<file path="src/hdl/assert_macros.svh">
// assertion macros used by the top-level rtl file
// no dependencies; clk and rst are taken from the including module
`ifndef ASSERT_MACROS_SVH
`define ASSERT_MACROS_SVH

// checked on every rising edge outside reset
`define ASSERT_CLK(label, prop, msg) \
  label: assert property (@(posedge clk) disable iff (rst) prop) else $error(msg);

// checked on every rising edge, reset included
`define ASSERT_ALWAYS(label, prop, msg) \
  label: assert property (@(posedge clk) prop) else $error(msg);

`endif

</file>
<file path="src/hdl/sle_pkg.sv">
// shared types and constants for the sequential list engine
// no dependencies
package sle_pkg;

  localparam int DEPTH_DEFAULT = 64;

  localparam int MODE_W      = 2;
  localparam int POS_W       = 7;
  localparam int VALUE_W     = 32;
  localparam int IN_TDATA_W  = 48;
  localparam int OUT_TDATA_W = 16;

  localparam logic [MODE_W-1:0] MODE_INSERT = 2'd0;
  localparam logic [MODE_W-1:0] MODE_DELETE = 2'd1;
  localparam logic [MODE_W-1:0] MODE_LOCATE = 2'd2;

  // controller to datapath
  typedef struct packed {
    logic accept;
    logic ld_idx_up;
    logic ld_idx_dn;
    logic ld_idx_zero;
    logic idx_dec;
    logic idx_inc;
    logic rd_en;
    logic mv_en;
    logic mv_up;
    logic cmp_en;
    logic place;
    logic cnt_inc;
    logic cnt_dec;
    logic set_ok;
    logic capture;
    logic load_out;
  } sle_cmd_t;

  // datapath to controller
  typedef struct packed {
    logic [MODE_W-1:0] mode;
    logic ins_ok;
    logic ins_move;
    logic del_ok;
    logic del_move;
    logic cnt_zero;
    logic idx_at_low;
    logic idx_at_top;
    logic match;
    logic out_free;
  } sle_status_t;

endpackage

</file>
<file path="src/hdl/sle_ctrl.sv">
// controller state machine of the sequential list engine
// depends on sle_pkg for the mode codes and the command and status types
module sle_ctrl import sle_pkg::*; (
  input  logic        clk,
  input  logic        rst,
  input  logic        in_valid,
  output logic        in_ready,
  input  sle_status_t status,
  output sle_cmd_t    cmd
);

  localparam logic [3:0] S_IDLE     = 4'd0;
  localparam logic [3:0] S_DECODE   = 4'd1;
  localparam logic [3:0] S_UP       = 4'd2;
  localparam logic [3:0] S_DN       = 4'd3;
  localparam logic [3:0] S_DRAIN    = 4'd4;
  localparam logic [3:0] S_PLACE    = 4'd5;
  localparam logic [3:0] S_SCAN     = 4'd6;
  localparam logic [3:0] S_SCAN_END = 4'd7;
  localparam logic [3:0] S_DONE     = 4'd8;

  logic [3:0] state;
  logic [3:0] state_next;

  assign in_ready = (state == S_IDLE);

  always_ff @(posedge clk) begin
    if (rst) begin
      state <= S_IDLE;
    end else begin
      state <= state_next;
    end
  end

  always_comb begin
    cmd        = '0;
    state_next = state;
    case (state)
      S_IDLE: begin
        if (in_valid) begin
          cmd.accept = 1'b1;
          state_next = S_DECODE;
        end
      end
      S_DECODE: begin
        case (status.mode)
          MODE_INSERT: begin
            if (!status.ins_ok) begin
              state_next = S_DONE;
            end else if (status.ins_move) begin
              cmd.ld_idx_up = 1'b1;
              state_next    = S_UP;
            end else begin
              state_next = S_PLACE;
            end
          end
          MODE_DELETE: begin
            if (!status.del_ok) begin
              state_next = S_DONE;
            end else if (status.del_move) begin
              cmd.ld_idx_dn = 1'b1;
              state_next    = S_DN;
            end else begin
              cmd.cnt_dec = 1'b1;
              cmd.set_ok  = 1'b1;
              state_next  = S_DONE;
            end
          end
          MODE_LOCATE: begin
            if (status.cnt_zero) begin
              state_next = S_DONE;
            end else begin
              cmd.ld_idx_zero = 1'b1;
              state_next      = S_SCAN;
            end
          end
          default: begin
            state_next = S_DONE;
          end
        endcase
      end
      // move entries up one place, highest first
      S_UP: begin
        cmd.rd_en = 1'b1;
        cmd.mv_en = 1'b1;
        cmd.mv_up = 1'b1;
        if (status.idx_at_low) begin
          state_next = S_DRAIN;
        end else begin
          cmd.idx_dec = 1'b1;
        end
      end
      // move entries down one place, lowest first
      S_DN: begin
        cmd.rd_en = 1'b1;
        cmd.mv_en = 1'b1;
        if (status.idx_at_top) begin
          state_next = S_DRAIN;
        end else begin
          cmd.idx_inc = 1'b1;
        end
      end
      // last move lands this cycle
      S_DRAIN: begin
        if (status.mode == MODE_INSERT) begin
          state_next = S_PLACE;
        end else begin
          cmd.cnt_dec = 1'b1;
          cmd.set_ok  = 1'b1;
          state_next  = S_DONE;
        end
      end
      S_PLACE: begin
        cmd.place   = 1'b1;
        cmd.cnt_inc = 1'b1;
        cmd.set_ok  = 1'b1;
        state_next  = S_DONE;
      end
      S_SCAN: begin
        if (status.match) begin
          cmd.capture = 1'b1;
          cmd.set_ok  = 1'b1;
          state_next  = S_DONE;
        end else begin
          cmd.rd_en  = 1'b1;
          cmd.cmp_en = 1'b1;
          if (status.idx_at_top) begin
            state_next = S_SCAN_END;
          end else begin
            cmd.idx_inc = 1'b1;
          end
        end
      end
      S_SCAN_END: begin
        if (status.match) begin
          cmd.capture = 1'b1;
          cmd.set_ok  = 1'b1;
        end
        state_next = S_DONE;
      end
      S_DONE: begin
        if (status.out_free) begin
          cmd.load_out = 1'b1;
          state_next   = S_IDLE;
        end
      end
      default: begin
        state_next = S_IDLE;
      end
    endcase
  end

endmodule

</file>
<file path="src/hdl/sle_datapath.sv">
// datapath of the sequential list engine: entry store, count, index and result register
// depends on sle_pkg for field widths, mode codes and the command and status types
module sle_datapath import sle_pkg::*; #(
  parameter int DEPTH = DEPTH_DEFAULT
) (
  input  logic                   clk,
  input  logic                   rst,
  input  logic [IN_TDATA_W-1:0]  in_data,
  input  sle_cmd_t               cmd,
  output sle_status_t            status,
  input  logic                   out_ready,
  output logic                   out_valid,
  output logic [OUT_TDATA_W-1:0] out_data
);

  localparam int AW   = $clog2(DEPTH);
  localparam int CW   = $clog2(DEPTH + 1);
  localparam int CMPW = ((CW > POS_W) ? CW : POS_W) + 1;

  logic [VALUE_W-1:0] mem [DEPTH];

  logic [MODE_W-1:0]         mode_r;
  logic [POS_W-1:0]          pos_r;
  logic signed [VALUE_W-1:0] val_r;

  logic [CW-1:0]      count;
  logic [CW-1:0]      idx;
  logic [VALUE_W-1:0] rd_data;
  logic               mv_valid;
  logic [AW-1:0]      mv_dst;
  logic               cmp_valid;
  logic [CW-1:0]      cmp_idx;
  logic [CW-1:0]      found;
  logic               ok;

  logic [CMPW-1:0] pos_x;
  logic [CMPW-1:0] cnt_x;
  logic [CMPW-1:0] idx_x;
  logic [CMPW-1:0] pos_m1;
  logic [CMPW-1:0] cnt_m1;
  logic [CW-1:0]   idx_up1;
  logic [CW-1:0]   idx_dn1;

  assign pos_x   = CMPW'(pos_r);
  assign cnt_x   = CMPW'(count);
  assign idx_x   = CMPW'(idx);
  assign pos_m1  = pos_x - CMPW'(1);
  assign cnt_m1  = cnt_x - CMPW'(1);
  assign idx_up1 = idx + CW'(1);
  assign idx_dn1 = idx - CW'(1);

  always_comb begin
    status.mode       = mode_r;
    status.ins_ok     = (pos_r != '0) && (pos_x <= cnt_x + CMPW'(1)) &&
                        (cnt_x < CMPW'(DEPTH));
    status.ins_move   = (cnt_x >= pos_x);
    status.del_ok     = (pos_r != '0) && (pos_x <= cnt_x);
    status.del_move   = (pos_x < cnt_x);
    status.cnt_zero   = (count == '0);
    status.idx_at_low = (idx_x == pos_m1);
    status.idx_at_top = (idx_x == cnt_m1);
    status.match      = cmp_valid && (rd_data == val_r);
    status.out_free   = !out_valid || out_ready;
  end

  // request fields, tdata holds mode, position, value from bit 0 up
  always_ff @(posedge clk) begin
    if (cmd.accept) begin
      mode_r <= in_data[MODE_W-1:0];
      pos_r  <= in_data[MODE_W+POS_W-1:MODE_W];
      val_r  <= in_data[MODE_W+POS_W+VALUE_W-1:MODE_W+POS_W];
    end
  end

  // entry store: one read and one write per cycle
  always_ff @(posedge clk) begin
    if (cmd.rd_en) begin
      rd_data <= mem[idx[AW-1:0]];
    end
    if (mv_valid) begin
      mem[mv_dst] <= rd_data;
    end else if (cmd.place) begin
      mem[pos_m1[AW-1:0]] <= val_r;
    end
  end

  always_ff @(posedge clk) begin
    if (cmd.ld_idx_up) begin
      idx <= count - CW'(1);
    end else if (cmd.ld_idx_dn) begin
      idx <= CW'(pos_r);
    end else if (cmd.ld_idx_zero) begin
      idx <= '0;
    end else if (cmd.idx_dec) begin
      idx <= idx_dn1;
    end else if (cmd.idx_inc) begin
      idx <= idx_up1;
    end
    // destination of the entry read this cycle
    mv_dst  <= cmd.mv_up ? idx_up1[AW-1:0] : idx_dn1[AW-1:0];
    cmp_idx <= idx;
  end

  always_ff @(posedge clk) begin
    if (rst) begin
      count     <= '0;
      mv_valid  <= 1'b0;
      cmp_valid <= 1'b0;
      ok        <= 1'b0;
      found     <= '0;
      out_valid <= 1'b0;
      out_data  <= '0;
    end else begin
      mv_valid  <= cmd.mv_en;
      cmp_valid <= cmd.cmp_en;
      if (cmd.cnt_inc) begin
        count <= count + CW'(1);
      end else if (cmd.cnt_dec) begin
        count <= count - CW'(1);
      end
      if (cmd.accept) begin
        ok    <= 1'b0;
        found <= '0;
      end else begin
        if (cmd.set_ok) begin
          ok <= 1'b1;
        end
        if (cmd.capture) begin
          found <= cmp_idx + CW'(1);
        end
      end
      if (cmd.load_out) begin
        out_valid <= 1'b1;
        out_data  <= {1'b0, POS_W'(count), POS_W'(found), ok};
      end else if (out_ready) begin
        out_valid <= 1'b0;
      end
    end
  end

endmodule

</file>
<file path="src/hdl/sequential_list_engine.sv">
// sequential list engine: one request at a time on a single-port-pair entry store
// steps: accept, decode, then the store moves or reads one entry per cycle for each
// moved or scanned entry, then the request finishes and its result is loaded once the
// output register is free. a new request is taken while the last result waits.
// reset clears the entry count and the handshake state; the store is not cleared
`include "assert_macros.svh"
module sequential_list_engine import sle_pkg::*; #(
  parameter int DEPTH = DEPTH_DEFAULT
) (
  input  logic                   clk,
  input  logic                   rst,
  input  logic                   s_axis_tvalid,
  output logic                   s_axis_tready,
  // mode [1:0], position [8:2], value [40:9], zero above
  input  logic [IN_TDATA_W-1:0]  s_axis_tdata,
  output logic                   m_axis_tvalid,
  input  logic                   m_axis_tready,
  // success [0], found_position [7:1], list_length [14:8], zero above
  output logic [OUT_TDATA_W-1:0] m_axis_tdata
);

  sle_cmd_t    cmd;
  sle_status_t status;

  sle_ctrl u_ctrl (
    .clk      (clk),
    .rst      (rst),
    .in_valid (s_axis_tvalid),
    .in_ready (s_axis_tready),
    .status   (status),
    .cmd      (cmd)
  );

  sle_datapath #(
    .DEPTH (DEPTH)
  ) u_datapath (
    .clk       (clk),
    .rst       (rst),
    .in_data   (s_axis_tdata),
    .cmd       (cmd),
    .status    (status),
    .out_ready (m_axis_tready),
    .out_valid (m_axis_tvalid),
    .out_data  (m_axis_tdata)
  );

  `ASSERT_CLK(a_busy_after_req, (s_axis_tvalid && s_axis_tready) |=> !s_axis_tready, "request taken while busy")
  `ASSERT_CLK(a_no_write_clash, cmd.place |-> !$past(cmd.mv_en), "place collides with a pending move")
  `ASSERT_CLK(a_load_when_free, cmd.load_out |-> (!m_axis_tvalid || m_axis_tready), "result overwritten before taken")
  `ASSERT_CLK(a_found_is_success, (m_axis_tvalid && (m_axis_tdata[7:1] != 7'd0)) |-> m_axis_tdata[0], "position given without success")
  `ASSERT_ALWAYS(a_reset_idle, rst |=> !m_axis_tvalid, "result valid after reset")

endmodule

</file>
<file path="config.mk">
export PLATFORM = sky130hd
export DESIGN_NAME = sequential_list_engine
export DESIGN_NICKNAME = d
export VERILOG_FILES = /design/src/hdl/sle_pkg.sv /design/src/hdl/sle_ctrl.sv /design/src/hdl/sle_datapath.sv /design/src/hdl/sequential_list_engine.sv
export VERILOG_INCLUDE_DIRS = /design/src /design/src/hdl
export SDC_FILE = /design/constraint.sdc
export NUM_CORES = 2
export LEC_CHECK = 0
export BUFFER_PORTS_ARGS = -buffer_cell sky130_fd_sc_hd__buf_2
export CORE_ASPECT_RATIO = 1.4
export CORE_MARGIN = 3
export CORE_UTILIZATION = 55
export DETAILED_ROUTE_END_ITERATION = 10
export GPL_TIMING_DRIVEN = 0
export PLACE_DENSITY = 0.71
export RECOVER_POWER = 25
export SLEW_MARGIN = 25
export SYNTH_ARGS = -nofsm -noshare
export SYNTH_HDL_FRONTEND = slang
export SYNTH_SLANG_ARGS = --single-unit
</file>
<file path="constraint.sdc">
create_clock -name clk -period 5.26 [get_ports clk]
set_input_delay 0.263 -clock clk [delete_from_list [all_inputs] [get_ports clk]]
set_output_delay 0.263 -clock clk [all_outputs]
set_load 0.02 [all_outputs]
</file>
==> results.sh <==
export IMPL_pre_cts_slack_ns=0.6994
export IMPL_clk_pin_slew_ns=0.06
export IMPL_ctsResizeCount=0
export IMPL_ys_seq_area_share_pct=76.90
export IMPL_num_vias=41470
export IMPL_syn_nets=3728
export IMPL_arrival_ns=5.27
export IMPL_timing_max_cap_violations=3
export IMPL_drt_wl_total_um=227100
export IMPL_fin_ws_ns=0.4881
export IMPL_fmax_mhz=209.6
export IMPL_hold_slack_ns=0.1301
export IMPL_cp_slowest_cell="nand2_1"
export IMPL_port_buffers=61
export IMPL_nFillCells=9578
export IMPL_synth_distinct_cells=61
export IMPL_clock_path_buffers=3
export IMPL_drtIter0Drc=5241
export IMPL_synth_edf_count=2128
export IMPL_via_per_inst=6.674
export IMPL_fin_tns_setup_ns=0
export IMPL_dp_cells=5807
export IMPL_violations="max-capacitance violations, max-slew violations"
export IMPL_cts_root_buffer="clkbuf_16"
export IMPL_final_cells=6214
export IMPL_finalPower_mw=33.58
export IMPL_required_ns=5.75
export IMPL_first_global_vias=41890
export IMPL_die_h_um=469.5
export IMPL_place_congestion=0.9433
export IMPL_fin_area_um2=97070
export IMPL_postPlaceCellArea_um2=90920
export IMPL_grt_pass1_wl_um=318400
export IMPL_p_leak_nw=30.16
export IMPL_cts_buffers_inserted=185
export IMPL_crit_fanout=33
export IMPL_layout_min_cycle_time_ns=4.772
export IMPL_setup_viol=0
export IMPL_dpl_hpwl_um=151800
export IMPL_final_layout_size_suffix_gt1_share_pct=29.65
export IMPL_tritoncts="done"
export IMPL_dieArea_um2=158200
export IMPL_clock_sinks=2178
export IMPL_end_kind="flop"
export IMPL_grt_usage_pct=29.24
export IMPL_insertion_delay_ns=0.85
export IMPL_synthFlopType="edfxtp_1"
export IMPL_skew_ns=0.03394
export IMPL_critical_path_class="reg -> reg"
export IMPL_hp_class="in -> reg"
export IMPL_power_per_cell_area_nw_per_um2=345.9
export IMPL_peakVddDrop_v=0.0003662
export IMPL_cp_cell_sequence="clkbuf_1 > nand4b_1 > nor2_1 > clkbuf_1 > clkbuf_1 > nand2_1 > nand2_1 > clkbuf_2"
export IMPL_syn_to_final_growth_pct=15.02
export IMPL_yosys_warnings=0
export IMPL_cp_slowest_stage_delay_ns=0.87
export IMPL_min_period_over_period_pct=90.72
export IMPL_outcome="finished, violations left"
export IMPL_fin_nets=4149
export IMPL_cts_max_level=4
export IMPL_syn_inst=3655
export IMPL_synth_area_um2=84390
export IMPL_start_util_pct=55.51
export IMPL_first_pass_iters=7
export IMPL_post_drt_wl_per_cell_um=36.54
export IMPL_finalHoldViolCount=0
export IMPL_drc=0
export IMPL_maxSlewHeadroom_pct=-14.52
export IMPL_startpoint_type="flop"
export IMPL_rsz0062_at_grt="false"
export IMPL_grt_max_degree=65
export IMPL_grt_overflow=0
export IMPL_tightest_slew_ns=1.718
export IMPL_crit_path_frequent_cell="clkbuf_1"
export IMPL_finalMaxSlewViolations=77
export IMPL_ant_nets=0
export IMPL_rows=169
export IMPL_die_w_um=337.1
export IMPL_avgSynthCellArea_um2=23.09
export IMPL_ys_async_sr_fraction_pct=0
export IMPL_synth_seq_cells=2178
export IMPL_antenna_found_initial=27
export IMPL_utilization_pct=63.85
export IMPL_coreArea_um2=152000
export IMPL_io_pins=70
## worst max-delay path: cells and delay by family (launching register included)
kind,cells,cell delay (ns)
simple gates,4,2.05
buf+inv,4,2.02
flops,1,0.31
## cell families (layout without fill, tap and decap cells)
| family | after synthesis | in the layout | share of synthesized area [%] |
|---|---|---|---|
| XOR/XNOR | 70 | 70 | 0.7428 |
| flip-flops | 2178 | 2178 | 76.90 |
| other | 1 | 20 | 0.004443 |
| AND/OR/NAND/NOR | 401 | 401 | 2.130 |
| adder cells (fa/ha/maj) | 21 | 21 | 0.3113 |
| multiplexers | 685 | 685 | 18.09 |
| AO/OA/AOI/OAI | 95 | 95 | 0.7517 |
| buffers and inverters | 204 | 778 | 1.067 |
## flip-flops by register name (all words and copies together), names as in the netlist
register,count
u_ctrl.state,4
u_datapath.mv_valid,1
u_datapath.cmp_idx,7
u_datapath.pos_r,7
u_datapath.idx,7
u_datapath.cmp_valid,1
u_datapath.mem,2048
u_datapath.val_r,32
u_datapath.out_valid,1
u_datapath.mode_r,2
u_datapath.count,7
u_datapath.found,7
u_datapath.mv_dst,6
u_datapath.ok,1
u_datapath.out_data,15
u_datapath.rd_data,32
## area by class of cell
class | instances | area [um^2] | share of cell area, %
clock buffers | 227 | 4967 | 5.117
inverters | 19 | 71.32 | 0.07347
plain buffers | 185 | 842.1 | 0.8674
repair buffers | 234 | 3687 | 3.798
diodes | 19 | 47.55 | 0.04898
flip-flops and latches | 2178 | 64900 | 66.86
clock inverters | 113 | 970.9 | 1.000
multi-input cells | 1273 | 19120 | 19.70
well taps | 1966 | 2460 | 2.534
## cells in the mapped netlist, types with 6 or more instances
library cell | n | area (um^2)
buf_1 | 35 | 131.4
nand2b_1 | 21 | 131.4
nand3_1 | 30 | 150.1
ha_1 | 21 | 262.8
clkbuf_1 | 83 | 311.6
xnor2_1 | 50 | 437.9
o21ai_0 | 12 | 60.06
mux2i_1 | 13 | 130.1
a21o_1 | 8 | 60.06
mux4_2 | 672 | 15130
dfxtp_1 | 50 | 1001
a21oi_1 | 33 | 165.2
nor2b_1 | 6 | 37.54
nand2_1 | 168 | 630.6
inv_1 | 16 | 60.06
xor2_1 | 19 | 166.4
nor3_1 | 14 | 70.07
nand4_1 | 16 | 100.1
edfxtp_1 | 2128 | 63900
buf_2 | 54 | 270.3
nor2_1 | 112 | 420.4
buf_4 | 8 | 60.06
a31oi_1 | 8 | 50.05
## power breakdown
group,switching (mW),total [mW],internal (mW)
registers,0.0867,19.0,18.9
clock network,6.10,13.6,7.49
logic,0.616,0.988,0.372
total,6.80,33.6,26.8
## routing by layer
layer | track usage (%) | routed length (um) | vias up
met4 | 18.76 | 17260 | 10
met1 | 35.54 | 76030 | 21940
met5 | 0 | 69 | -
li1 | - | - | 16370
met3 | 6.092 | 19740 | 614
met2 | 47.88 | 114000 | 2538
## placed cells by master, fill, tap and decap left out, drive strengths merged, types with 46 or more instances in the layout
master,instances
xnor2,50
dlygate4sd3,46
nand2,168
edfxtp,2128
nor2,114
dfxtp,50
mux4,672
clkbuf,355
buf,245
clkinv,85
## timing repair
| item | 4_1_cts | 5_1_grt |
|---|---|---|
| hold endpoints to repair | 50 | 0 |
| buffers inserted | 0 | 0 |
| setup endpoints to repair | 0 | 0 |
| hold buffers | 46 | 0 |
## path summary, 6_finish.rpt
| kind | start | end | slack (ns) | depth (start not counted) |
|---|---|---|---|---|
| min | s_axis_tdata[3] | u_datapath.pos_r[1]$_DFFE_PP_ | 0.13 | 2 |
| max | u_ctrl.state[3]$_SDFFE_PP0P_ | u_datapath.mem[38][11]$_DFFE_PP_ | 0.49 | 8 |
| max reg2reg | u_ctrl.state[3]$_SDFFE_PP0P_ | u_datapath.mem[38][11]$_DFFE_PP_ | 0.49 | 8 |
| min reg2reg | u_datapath.idx[4]$_DFFE_PP_ | u_datapath.cmp_idx[4]$_DFF_P_ | 0.38 | 0 |
(Power assumes the default switching activity.)
